### src/csb_pkg.sv
// Package for the per-channel scale and bias block: codes, constants,
// pipeline stage records and the leading-zero count helper.
// No dependencies; every other file in src uses it by scoped names.
package csb_pkg;

  localparam int MAX_CHANNELS_DEF = 1024;
  // width of channel counts, large enough for channel counts below 2**17
  localparam int CNT_W = 17;
  localparam int SPAT_W = 24;
  localparam int WIN_W = 76;
  localparam int EXP_W = 12;

  localparam logic CMD_LOAD = 1'b0;
  localparam logic CMD_DATA = 1'b1;

  typedef enum logic [2:0] {
    REG_CHANNEL_COUNT = 3'd0,
    REG_SPATIAL_COUNT = 3'd1,
    REG_SOURCE_BF16   = 3'd2,
    REG_DEST_BF16     = 3'd3,
    REG_LAYOUT_NHWC   = 3'd4,
    REG_APPLY_SCALE   = 3'd5,
    REG_APPLY_BIAS    = 3'd6
  } reg_idx_t;

  localparam logic [31:0] F32_ONE      = 32'h3F80_0000;
  localparam logic [31:0] F32_NEG_ZERO = 32'h8000_0000;
  localparam logic [31:0] F32_QNAN     = 32'h7FC0_0000;
  localparam logic [30:0] F32_INF_MAG  = 31'h7F80_0000;

  typedef struct packed {
    logic apply_scale;
    logic apply_bias;
    logic dest_bf16;
  } csb_ctrl_t;

  // operand classification carried down the arithmetic pipeline
  typedef struct packed {
    logic        pass;
    logic        nan;
    logic        inf;
    logic        inf_sign;
    logic        prod_zero;
    logic        c_zero;
    logic        sp;
    logic        sc;
    logic [31:0] x;
    logic [31:0] c;
    logic        last;
  } csb_flags_t;

  typedef struct packed {
    csb_flags_t              f;
    logic [47:0]             mp;
    logic signed [EXP_W-1:0] lp;
    logic signed [EXP_W-1:0] lc;
    logic [23:0]             mc;
  } csb_prod_t;

  typedef struct packed {
    csb_flags_t              f;
    logic [WIN_W-1:0]        m;
    logic                    s;
    logic signed [EXP_W-1:0] lw;
  } csb_sum_t;

  typedef struct packed {
    csb_flags_t              f;
    logic [WIN_W-1:0]        n;
    logic                    s;
    logic                    mzero;
    logic signed [EXP_W-1:0] top;
  } csb_norm_t;

  function automatic logic [6:0] lzc76(input logic [WIN_W-1:0] v);
    logic [6:0] n;
    n = 7'(WIN_W);
    for (int i = 0; i < WIN_W; i++) begin
      if (v[i]) n = 7'(WIN_W - 1 - i);
    end
    return n;
  endfunction

endpackage

### src/csb_fma_pipe.sv
// Float32 fused multiply-add pipeline with single rounding to nearest even,
// followed by optional bfloat16 packing. Four stages; uses csb_pkg.
module csb_fma_pipe (
  input  logic              clk,
  input  logic              rst_n,
  input  logic              en,
  input  logic              in_vld,
  input  logic [31:0]       x,
  input  logic [31:0]       s_w,
  input  logic [31:0]       b_w,
  input  logic              last,
  input  csb_pkg::csb_ctrl_t ctrl,
  output logic              res_vld,
  output logic [31:0]       res_bits,
  output logic              res_last
);

  logic v2_r, v3_r, v4_r, v5_r;
  csb_pkg::csb_prod_t s2_r, s2_nxt, s3_r, s3_nxt;
  csb_pkg::csb_sum_t  s4_r, s4_nxt;
  csb_pkg::csb_norm_t s5_r, s5_nxt;

  // ---- stage 1: unpack, classify, multiply significands
  logic [31:0] a, b, c;
  logic [7:0]  ea, eb, ec, eae, ebe, ece;
  logic [23:0] ma, mb, mc;
  logic        a_inf, b_inf, c_inf, a_nan, b_nan, c_nan, a_z, b_z, c_z, sp;

  always_comb begin
    a = x;
    b = ctrl.apply_scale ? s_w : csb_pkg::F32_ONE;
    c = ctrl.apply_bias  ? b_w : csb_pkg::F32_NEG_ZERO;
    ea = a[30:23]; eb = b[30:23]; ec = c[30:23];
    eae = (ea == 8'd0) ? 8'd1 : ea;
    ebe = (eb == 8'd0) ? 8'd1 : eb;
    ece = (ec == 8'd0) ? 8'd1 : ec;
    ma = {|ea, a[22:0]}; mb = {|eb, b[22:0]}; mc = {|ec, c[22:0]};
    a_inf = (ea == 8'hFF) && (a[22:0] == 23'd0);
    b_inf = (eb == 8'hFF) && (b[22:0] == 23'd0);
    c_inf = (ec == 8'hFF) && (c[22:0] == 23'd0);
    a_nan = (ea == 8'hFF) && (a[22:0] != 23'd0);
    b_nan = (eb == 8'hFF) && (b[22:0] != 23'd0);
    c_nan = (ec == 8'hFF) && (c[22:0] != 23'd0);
    a_z = (a[30:0] == 31'd0);
    b_z = (b[30:0] == 31'd0);
    c_z = (c[30:0] == 31'd0);
    sp = a[31] ^ b[31];

    s2_nxt.f.pass      = !(ctrl.apply_scale || ctrl.apply_bias);
    s2_nxt.f.nan       = a_nan || b_nan || c_nan || (a_inf && b_z) || (b_inf && a_z) ||
                         ((a_inf || b_inf) && c_inf && (sp != c[31]));
    s2_nxt.f.inf       = a_inf || b_inf || c_inf;
    s2_nxt.f.inf_sign  = (a_inf || b_inf) ? sp : c[31];
    s2_nxt.f.prod_zero = a_z || b_z;
    s2_nxt.f.c_zero    = c_z;
    s2_nxt.f.sp        = sp;
    s2_nxt.f.sc        = c[31];
    s2_nxt.f.x         = x;
    s2_nxt.f.c         = c;
    s2_nxt.f.last      = last;
    s2_nxt.mp = {24'd0, ma} * {24'd0, mb};
    s2_nxt.lp = $signed({4'd0, eae}) + $signed({4'd0, ebe}) - 12'sd300;
    s2_nxt.lc = $signed({4'd0, ece}) - 12'sd150;
    s2_nxt.mc = mc;
  end

  // ---- stage 2: normalise the product
  logic [6:0] plz_full;
  logic [5:0] plz;

  always_comb begin
    plz_full = csb_pkg::lzc76({s2_r.mp, 28'd0});
    plz = plz_full[5:0];
    s3_nxt = s2_r;
    s3_nxt.mp = s2_r.mp << plz;
    s3_nxt.lp = s2_r.lp - $signed({6'd0, plz});
  end

  // ---- stage 3: align addend into the window, signed-magnitude add
  logic signed [csb_pkg::EXP_W-1:0] pos, npos;
  logic [csb_pkg::WIN_W-1:0] pw, cw;
  logic [5:0]  shl;
  logic [4:0]  shr;
  logic [23:0] chi, cmask;
  logic        cstk;

  always_comb begin
    pos   = s3_r.lc - s3_r.lp;
    npos  = -pos;
    shl   = pos[5:0] + 6'd1;
    shr   = (npos > 12'sd24) ? 5'd24 : npos[4:0];
    chi   = s3_r.mc >> shr;
    cmask = ~(24'hFF_FFFF << shr);
    cstk  = |(s3_r.mc & cmask);
    pw = {27'd0, s3_r.mp, 1'b0};
    cw = '0;
    s4_nxt.lw = s3_r.lp;
    priority if (s3_r.f.c_zero) begin
      cw = '0;
    end else if (pos > 12'sd50) begin
      // product collapses to a sticky bit below the addend
      cw = {1'b0, s3_r.mc, 51'd0};
      pw = 76'd1;
      s4_nxt.lw = s3_r.lc - 12'sd50;
    end else if (pos >= 12'sd0) begin
      cw = {52'd0, s3_r.mc} << shl;
    end else begin
      cw = {51'd0, chi, cstk};
    end
    s4_nxt.f = s3_r.f;
    priority if (s3_r.f.sp == s3_r.f.sc) begin
      s4_nxt.m = pw + cw;
      s4_nxt.s = s3_r.f.sp;
    end else if (pw >= cw) begin
      s4_nxt.m = pw - cw;
      s4_nxt.s = s3_r.f.sp;
    end else begin
      s4_nxt.m = cw - pw;
      s4_nxt.s = s3_r.f.sc;
    end
  end

  // ---- stage 4: normalise the sum
  logic [6:0] slz;

  always_comb begin
    slz = csb_pkg::lzc76(s4_r.m);
    s5_nxt.f     = s4_r.f;
    s5_nxt.n     = s4_r.m << slz;
    s5_nxt.s     = s4_r.s;
    s5_nxt.mzero = (s4_r.m == '0);
    s5_nxt.top   = s4_r.lw + 12'sd74 - $signed({5'd0, slz});
  end

  // ---- stage 5: denormal shift, round, pack, convert
  logic signed [csb_pkg::EXP_W-1:0] ebias, dsh;
  logic        normal, ovf, g, st, ext, inc;
  logic [6:0]  dcl;
  logic [csb_pkg::WIN_W-1:0] nd, sel;
  logic [7:0]  efield;
  logic [30:0] packed_mag;
  logic [31:0] f32, rbf;

  always_comb begin
    ebias  = s5_r.top + 12'sd127;
    normal = (s5_r.top >= -12'sd126);
    ovf    = normal && (ebias >= 12'sd255);
    dsh    = -12'sd126 - s5_r.top;
    dcl    = (dsh > 12'sd76) ? 7'd76 : dsh[6:0];
    nd     = s5_r.n >> dcl;
    ext    = |(s5_r.n & ~({csb_pkg::WIN_W{1'b1}} << dcl));
    sel    = normal ? s5_r.n : nd;
    g      = sel[51];
    st     = (|sel[50:0]) || (!normal && ext);
    inc    = g && (st || sel[52]);
    efield = normal ? ebias[7:0] : 8'd0;
    packed_mag = {efield, sel[74:52]} + {30'd0, inc};
    priority if (s5_r.f.pass) begin
      f32 = s5_r.f.x;
    end else if (s5_r.f.nan) begin
      f32 = csb_pkg::F32_QNAN;
    end else if (s5_r.f.inf) begin
      f32 = {s5_r.f.inf_sign, csb_pkg::F32_INF_MAG};
    end else if (s5_r.f.prod_zero) begin
      f32 = s5_r.f.c_zero ? {s5_r.f.sp & s5_r.f.sc, 31'd0} : s5_r.f.c;
    end else if (s5_r.mzero) begin
      f32 = 32'd0;
    end else if (ovf) begin
      f32 = {s5_r.s, csb_pkg::F32_INF_MAG};
    end else begin
      f32 = {s5_r.s, packed_mag};
    end
    rbf = f32 + {31'd0, f32[16]} + 32'h0000_7FFF;
  end

  assign res_vld  = v5_r;
  assign res_bits = ctrl.dest_bf16 ? {16'd0, rbf[31:16]} : f32;
  assign res_last = s5_r.f.last;

  always_ff @(posedge clk) begin
    if (!rst_n) begin
      v2_r <= 1'b0; v3_r <= 1'b0; v4_r <= 1'b0; v5_r <= 1'b0;
    end else if (en) begin
      v2_r <= in_vld; v3_r <= v2_r; v4_r <= v3_r; v5_r <= v4_r;
    end
  end

  always_ff @(posedge clk) begin
    if (en) begin
      s2_r <= s2_nxt; s3_r <= s3_nxt; s4_r <= s4_nxt; s5_r <= s5_nxt;
    end
  end

endmodule

### config.mk
export PLATFORM = sky130hd
export DESIGN_NAME = csb_fma_pipe
export DESIGN_NICKNAME = d
export VERILOG_FILES = /design/src/csb_pkg.sv /design/src/csb_fma_pipe.sv
export SDC_FILE = /design/constraint.sdc
export NUM_CORES = 2
export LEC_CHECK = 0
export BUFFER_PORTS_ARGS = -buffer_cell sky130_fd_sc_hd__buf_2
export CAP_MARGIN = 40
export CORE_MARGIN = 2
export CORE_UTILIZATION = 50
export DETAILED_ROUTE_END_ITERATION = 6
export PLACE_DENSITY = 0.66
export SLEW_MARGIN = 20
export SYNTH_ARGS = -nofsm -noshare
export SYNTH_HDL_FRONTEND = slang
export SYNTH_SLANG_ARGS = --single-unit
### constraint.sdc
create_clock -name clk -period 12.2 [get_ports clk]
set_input_delay 2.44 -clock clk [delete_from_list [all_inputs] [get_ports clk]]
set_output_delay 2.44 -clock clk [all_outputs]
set_load 0.01 [all_outputs]
-- Word-level counts from Yosys, hierarchy flattened
Index checks and enable logic that the tools add are counted.
- bits in registers: 667
- bits of input ports: 104
- output and inout bits: 34
- word-level logic and storage cells: 303
- add/sub/neg operators: 18
- $mul: 1
- magnitude comparators: 7
- equality and inequality tests: 5
- shift-type cells: 7
- muxes and demuxes: 151
- bitwise operators: 6
- reduce and logical (&&, ||, !) cells: 45
- operators with widths (operator ; count):
    7-bit two-way mux ; 76
    32-bit two-way mux ; 9
    6-bit two-way mux ; 48
    76-bit two-way mux ; 3
    77-bit two-way mux ; 2
    76-bit subtractor ; 2
    49-bit two-way mux ; 2
    31-bit logical NOT ; 3
    76-bit adder ; 1
    76-bit AND ; 1
    76-bit >= comparator ; 1
    76-bit logical NOT ; 1
    76-bit NOT ; 1
    76-bit OR reduction ; 1
    24-bit by 6-bit << shifter with 76-bit output ; 1
    76-bit by 7-bit << shifter with 76-bit output ; 1
    76-bit by 7-bit << shifter with 76-bit output (first input constant) ; 1
    76-bit by 7-bit right shift with 75-bit output ; 1
    75-bit two-way mux ; 1
    23-bit logical NOT ; 3
    23-bit nonzero test ; 3
    51-bit OR reduction ; 1
    24-bit by 24-bit multiplier with 48-bit output ; 1
    48-bit by 6-bit << shifter with 48-bit output ; 1
    other kinds (41) ; 75

-- Longest topological paths before layout
- depth in word-level cells: 77
- gate-level depth with buffers: 47
- depth with buffers taken out: 39

-- Worst setup path before layout
No wires, ideal clock.
- path type: input to register
- from: input ctrl[2] (netlist bit)
- to: register s2_r[95] (netlist bit) (data pin)
- library setup time: 0.260 ns
- data arrival time: 9.927 ns
- data required time: 11.940 ns
- slack: 2.013 ns
- stages on the path: 32
- path buffers: 4
- cells stage by stage: clkbuf_1 clkbuf_1 and2_1 clkbuf_1 buf_1 nand2_1 fa_1 inv_1 fa_1 inv_1 fa_1 inv_1 fa_1 inv_1 fa_1 fa_1 inv_1 fa_1 ha_1 a21o_1 a21o_1 a21oi_1 o21ai_0 a21oi_1 o41ai_1 a2111oi_0 o21ai_0 a31oi_1 o21bai_1 a221o_1 a21oi_1 xnor2_1
- RTL lines (element ; RTL line ; text):
    start, declared ; csb_fma_pipe.sv:12 ; input csb_pkg::csb_ctrl_t ctrl,
    end signal, assigned ; csb_fma_pipe.sv:190 ; s2_r <= s2_nxt; s3_r <= s3_nxt; s4_r <= s4_nxt; s5_r <= s5_nxt;
    end, declared ; csb_fma_pipe.sv:19 ; csb_pkg::csb_prod_t s2_r, s2_nxt, s3_r, s3_nxt;

-- Final worst setup path
- from: register s5_r[0] (netlist bit)
- to: output res_bits[0]
- cells in the longest elaborated chain, start to end: 21
- elaborated cells between the ends (all ways): 29
- those cells by class: 5 x add/sub; 3 x order compare; 2 x shift; 9 x mux; 2 x bitwise; 8 x reduce/logical
- ends and longest elaborated chain (element ; RTL line ; text):
    start, declared ; csb_fma_pipe.sv:21 ; csb_pkg::csb_norm_t s5_r, s5_nxt;
    start signal, assigned ; csb_fma_pipe.sv:190 ;
    8-bit by 12-bit subtractor with 12-bit output ; csb_fma_pipe.sv:148 ; dsh = -12'sd126 - s5_r.top;
    12-bit by 8-bit greater-than comparator with 1-bit output ; csb_fma_pipe.sv:149 ; dcl = (dsh > 12'sd76) ? 7'd76 : dsh[6:0];
    7-bit two-way mux ; csb_fma_pipe.sv:149 ;
    76-bit by 7-bit << shifter with 76-bit output ; csb_fma_pipe.sv:151 ; ext = |(s5_r.n & ~({csb_pkg::WIN_W{1'b1}} << dcl));
    76-bit NOT ; csb_fma_pipe.sv:151 ;
    76-bit AND ; csb_fma_pipe.sv:151 ;
    76-bit OR reduction ; csb_fma_pipe.sv:151 ;
    1-bit logical AND ; csb_fma_pipe.sv:154 ; st = (|sel[50:0]) || (!normal && ext);
    [... 5 more ...] ; n/a ;
    32-bit two-way mux (*) ; csb_fma_pipe.sv:166 ; end else if (s5_r.mzero) begin
    32-bit two-way mux (*) ; csb_fma_pipe.sv:164 ; end else if (s5_r.f.prod_zero) begin
    32-bit two-way mux (*) ; csb_fma_pipe.sv:162 ; end else if (s5_r.f.inf) begin
    32-bit two-way mux (*) ; csb_fma_pipe.sv:160 ; end else if (s5_r.f.nan) begin
    32-bit two-way mux (*) ; csb_fma_pipe.sv:158 ; priority if (s5_r.f.pass) begin
    32-bit by 1-bit adder with 32-bit output ; csb_fma_pipe.sv:173 ; rbf = f32 + {31'd0, f32[16]} + 32'h0000_7FFF;
    32-bit by 15-bit adder with 32-bit output ; csb_fma_pipe.sv:173 ;
    32-bit two-way mux (*) ; csb_fma_pipe.sv:177 ; assign res_bits = ctrl.dest_bf16 ? {16'd0, rbf[31:16]} : f32;
    end, declared ; csb_fma_pipe.sv:14 ; output logic [31:0] res_bits,
Every way passes the cells marked *; elsewhere a longest branch is shown, timed or not.

==> key figures <==
CTS
  • # hold bufs at CTS: 0
  • Post-CTS Resized: 0
  • CTS clk-pin slew, worst paths: 0.06 ns
  • CTS Buf Count: 69
  • CTS tree: yes
  • H-tree levels: 3
  • Clk sinks: 609
  • Clk buf depth: 3
  • Skew-Pair Late Insertion Delay: 0.71 ns
  • Clk root buf: clkbuf_16
  • Post-CTS Setup Bufs: 0

Logic synthesis
  • Post-synthesis sequential area ratio: 24.68%
  • Count leader, synth: nand2_1
  • EDFF count, synth: 605
  • Syn. warnings: 0
  • Synth top area share: 24.57%
  • Mean Syn Cell Area: 8.514 um^2
  • Dominant cell type by area after synthesis: edfxtp_1
  • Async SR Flop Fraction: 0%
  • Synthesized area: 73950 um^2
  • Most frequent cells after synthesis: nand2_1 (1004), inv_1 (775), nor2_1 (706)
  • Net Count, Synth: 9659
  • Top post-synthesis cells by area: edfxtp_1 (25%), fa_1 (13%), ha_1 (6.4%)
  • Synthesized netlist cell count: 8685
  • Post-synthesis register bit count: 609
  • Synth Flop Type: edfxtp_1
  • Post-synth cell types: 129

Routing
  • Final ANT Viol Nets: 0
  • DRT iter0 DRCs: 8824
  • Drc violations: 14
  • Drt first pass iters: 7
  • WL per Instance: 28.79 um
  • Total wire length: 303600 um
  • DR vias/cell: 6.669
  • Via count: 70343

Setup path
  • Setup CP Type: flip-flop to output pin
  • Setup crit start kind: flip-flop
  • Critical Path AT: 8.65 ns
  • CP Data Required Time: 9.76 ns
  • Largest fanout on the critical path: 44
  • Critical path endpoint category: output pin

STA
  • RSZ-0062 raised after global routing: false
  • Slew headroom: 31.17%
  • Achievable frequency: 90.15 MHz
  • Max-slew violations: 0
  • Tmin final: 11.09 ns
  • # setup viols final: 0
  • Period utilization: 90.92%
  • Worst Max-Slew Pin Slew: 1.032 ns
  • Total Neg Setup Slack: 0 ns
  • Hold Vio Cnt, Final: 0
  • Post-Route Skew: 0.07327 ns

Outcome
  • Failing checks: DRC
  • Status: finished, violations left

Global route
  • Total grt overflow: 0
  • Pin count of the biggest net entering global routing: 164
  • Vias in the first global route: 67452
  • Global Route Usage Sum: 39.26%
  • First-pass GRT wire length: 446300 um
  • Antenna violations before repair: 17

Place
  • Area post-placement: 76780 um^2
  • Gpl congestion: 1.064
  • DP HPWL: 234300 um
  • I/O Buffers: 137

Floorplan
  • Die X-Extent: 388.6 um
  • Num rows: 141
  • Initial Util: 50.20%
  • Chip height: 388.6 um
  • I/O Pins: 138
  • Die area: 151000 um^2
  • Core ar.: 147300 um^2

Cells and area
  • Area Growth Syn to Fin: 7.259%
  • Filler cell count: 13841
  • Final instance area: 79310 um^2
  • Nets: 9532
  • Share of cells above drive strength 1: 8.268%

Worst hold path
  • Hold WC Path Type: flip-flop to flip-flop

Flow run
  • Max cap viols: 0
[worst paths after layout]
check / from / endpoint / slack [ns] / cells past startpoint
min reg2reg: s3_r[150] / s4_r[143] / 0.41 / 0
min: s3_r[150] / s4_r[143] / 0.41 / 0
max: s5_r[0] / res_bits[0] / 1.11 / 19
max reg2reg: s3_r[24] / s4_r[71] / 1.38 / 37
[cells by family after synthesis]
family	share of synthesized area, %
DFF	24.68
adders and majority gates	19.70
muxes	7.682
and+or+nand+nor	19.02
AOI/OAI and AO/OA	19.36
xor gates and xnor gates	2.487
buffers and inverters	7.074
[per-stage QoR]
| step | hold slack (ns) | instances | setup WS (ns) | utilization (%) |
|---|---|---|---|---|
| after floorplan | 0.4003 | 8685 | 2.013 | - |
| after detailed placement | 0.4045 | 10398 | 1.312 | 52.12 |
| after global placement | 0.4012 | 10381 | 1.402 | 52.01 |
| after global routing | 0.4206 | 10542 | 0.7208 | 53.83 |
| after CTS | 0.4114 | 10523 | 1.244 | 53.70 |
| final | 0.4113 | 10547 | 1.108 | 53.84 |
[sequential cells by signal, indices dropped and copies added, names as in the netlist]
| name | count |
|---|---|
| v2_r | 1 |
| s2_r | 140 |
| res_vld | 1 |
| v3_r | 1 |
| s3_r | 142 |
| s5_r | 161 |
| s4_r | 161 |
| v4_r | 1 |
| res_last | 1 |
[cell usage in the layout, fill, tap and decap left out, drive strengths merged, types with 149 or more instances in the layout]
cell and count:
nand2 1006, inv 789, nor2 710, edfxtp 605
a21oi 572, fa 489, o21ai 466, mux2i 464
ha 381, buf 367, and3 281, nor3 211
nand3 160, and2 156, xnor2 149
[critical path: stages (launching register included)]
cell and delay, ns:
edfxtp_1 0.78, ha_1 0.72, nor3_2 0.18, xnor2_1 0.27, a41oi_2 0.46, a221oi_4 0.75
buf_4 0.66, mux2i_1 0.39, mux2i_1 0.11, nand2b_1 0.18, nor2_1 0.10, a21oi_1 0.04
o21ai_0 0.42, or4b_1 0.56, nor2b_1 0.17, a2111oi_0 0.53, a31oi_1 0.22, o41ai_1 0.87
a32oi_1 0.31, buf_2 0.23
[layer usage]
layer  vias to the layer above  wire length (um)  global-route usage [%]
met1                     34359            117600                   51.61
met3                       910             31950                   8.335
met2                      4315            136500                   61.56
met5                         -                34                       0
met4                         6             17510                   19.07
li1                      30753                 -                       -
[layout make-up]
| cell class | count | area (um^2) | area share, % |
|---|---|---|---|
| inverters | 784 | 2943 | 3.710 |
| well taps | 1930 | 2415 | 3.045 |
| clock buffers | 80 | 1789 | 2.256 |
| diodes | 5 | 12.51 | 0.01578 |
| clock inverters | 45 | 535.5 | 0.6752 |
| flip-flops and latches | 609 | 18250 | 23.01 |
| multi-input cells | 6722 | 50740 | 63.97 |
| repair buffers | 372 | 2635 | 3.322 |
Power is left out: the tool's default activity adds up to more than one toggle a clock period on the data nets, which glitch-free logic cannot reach.
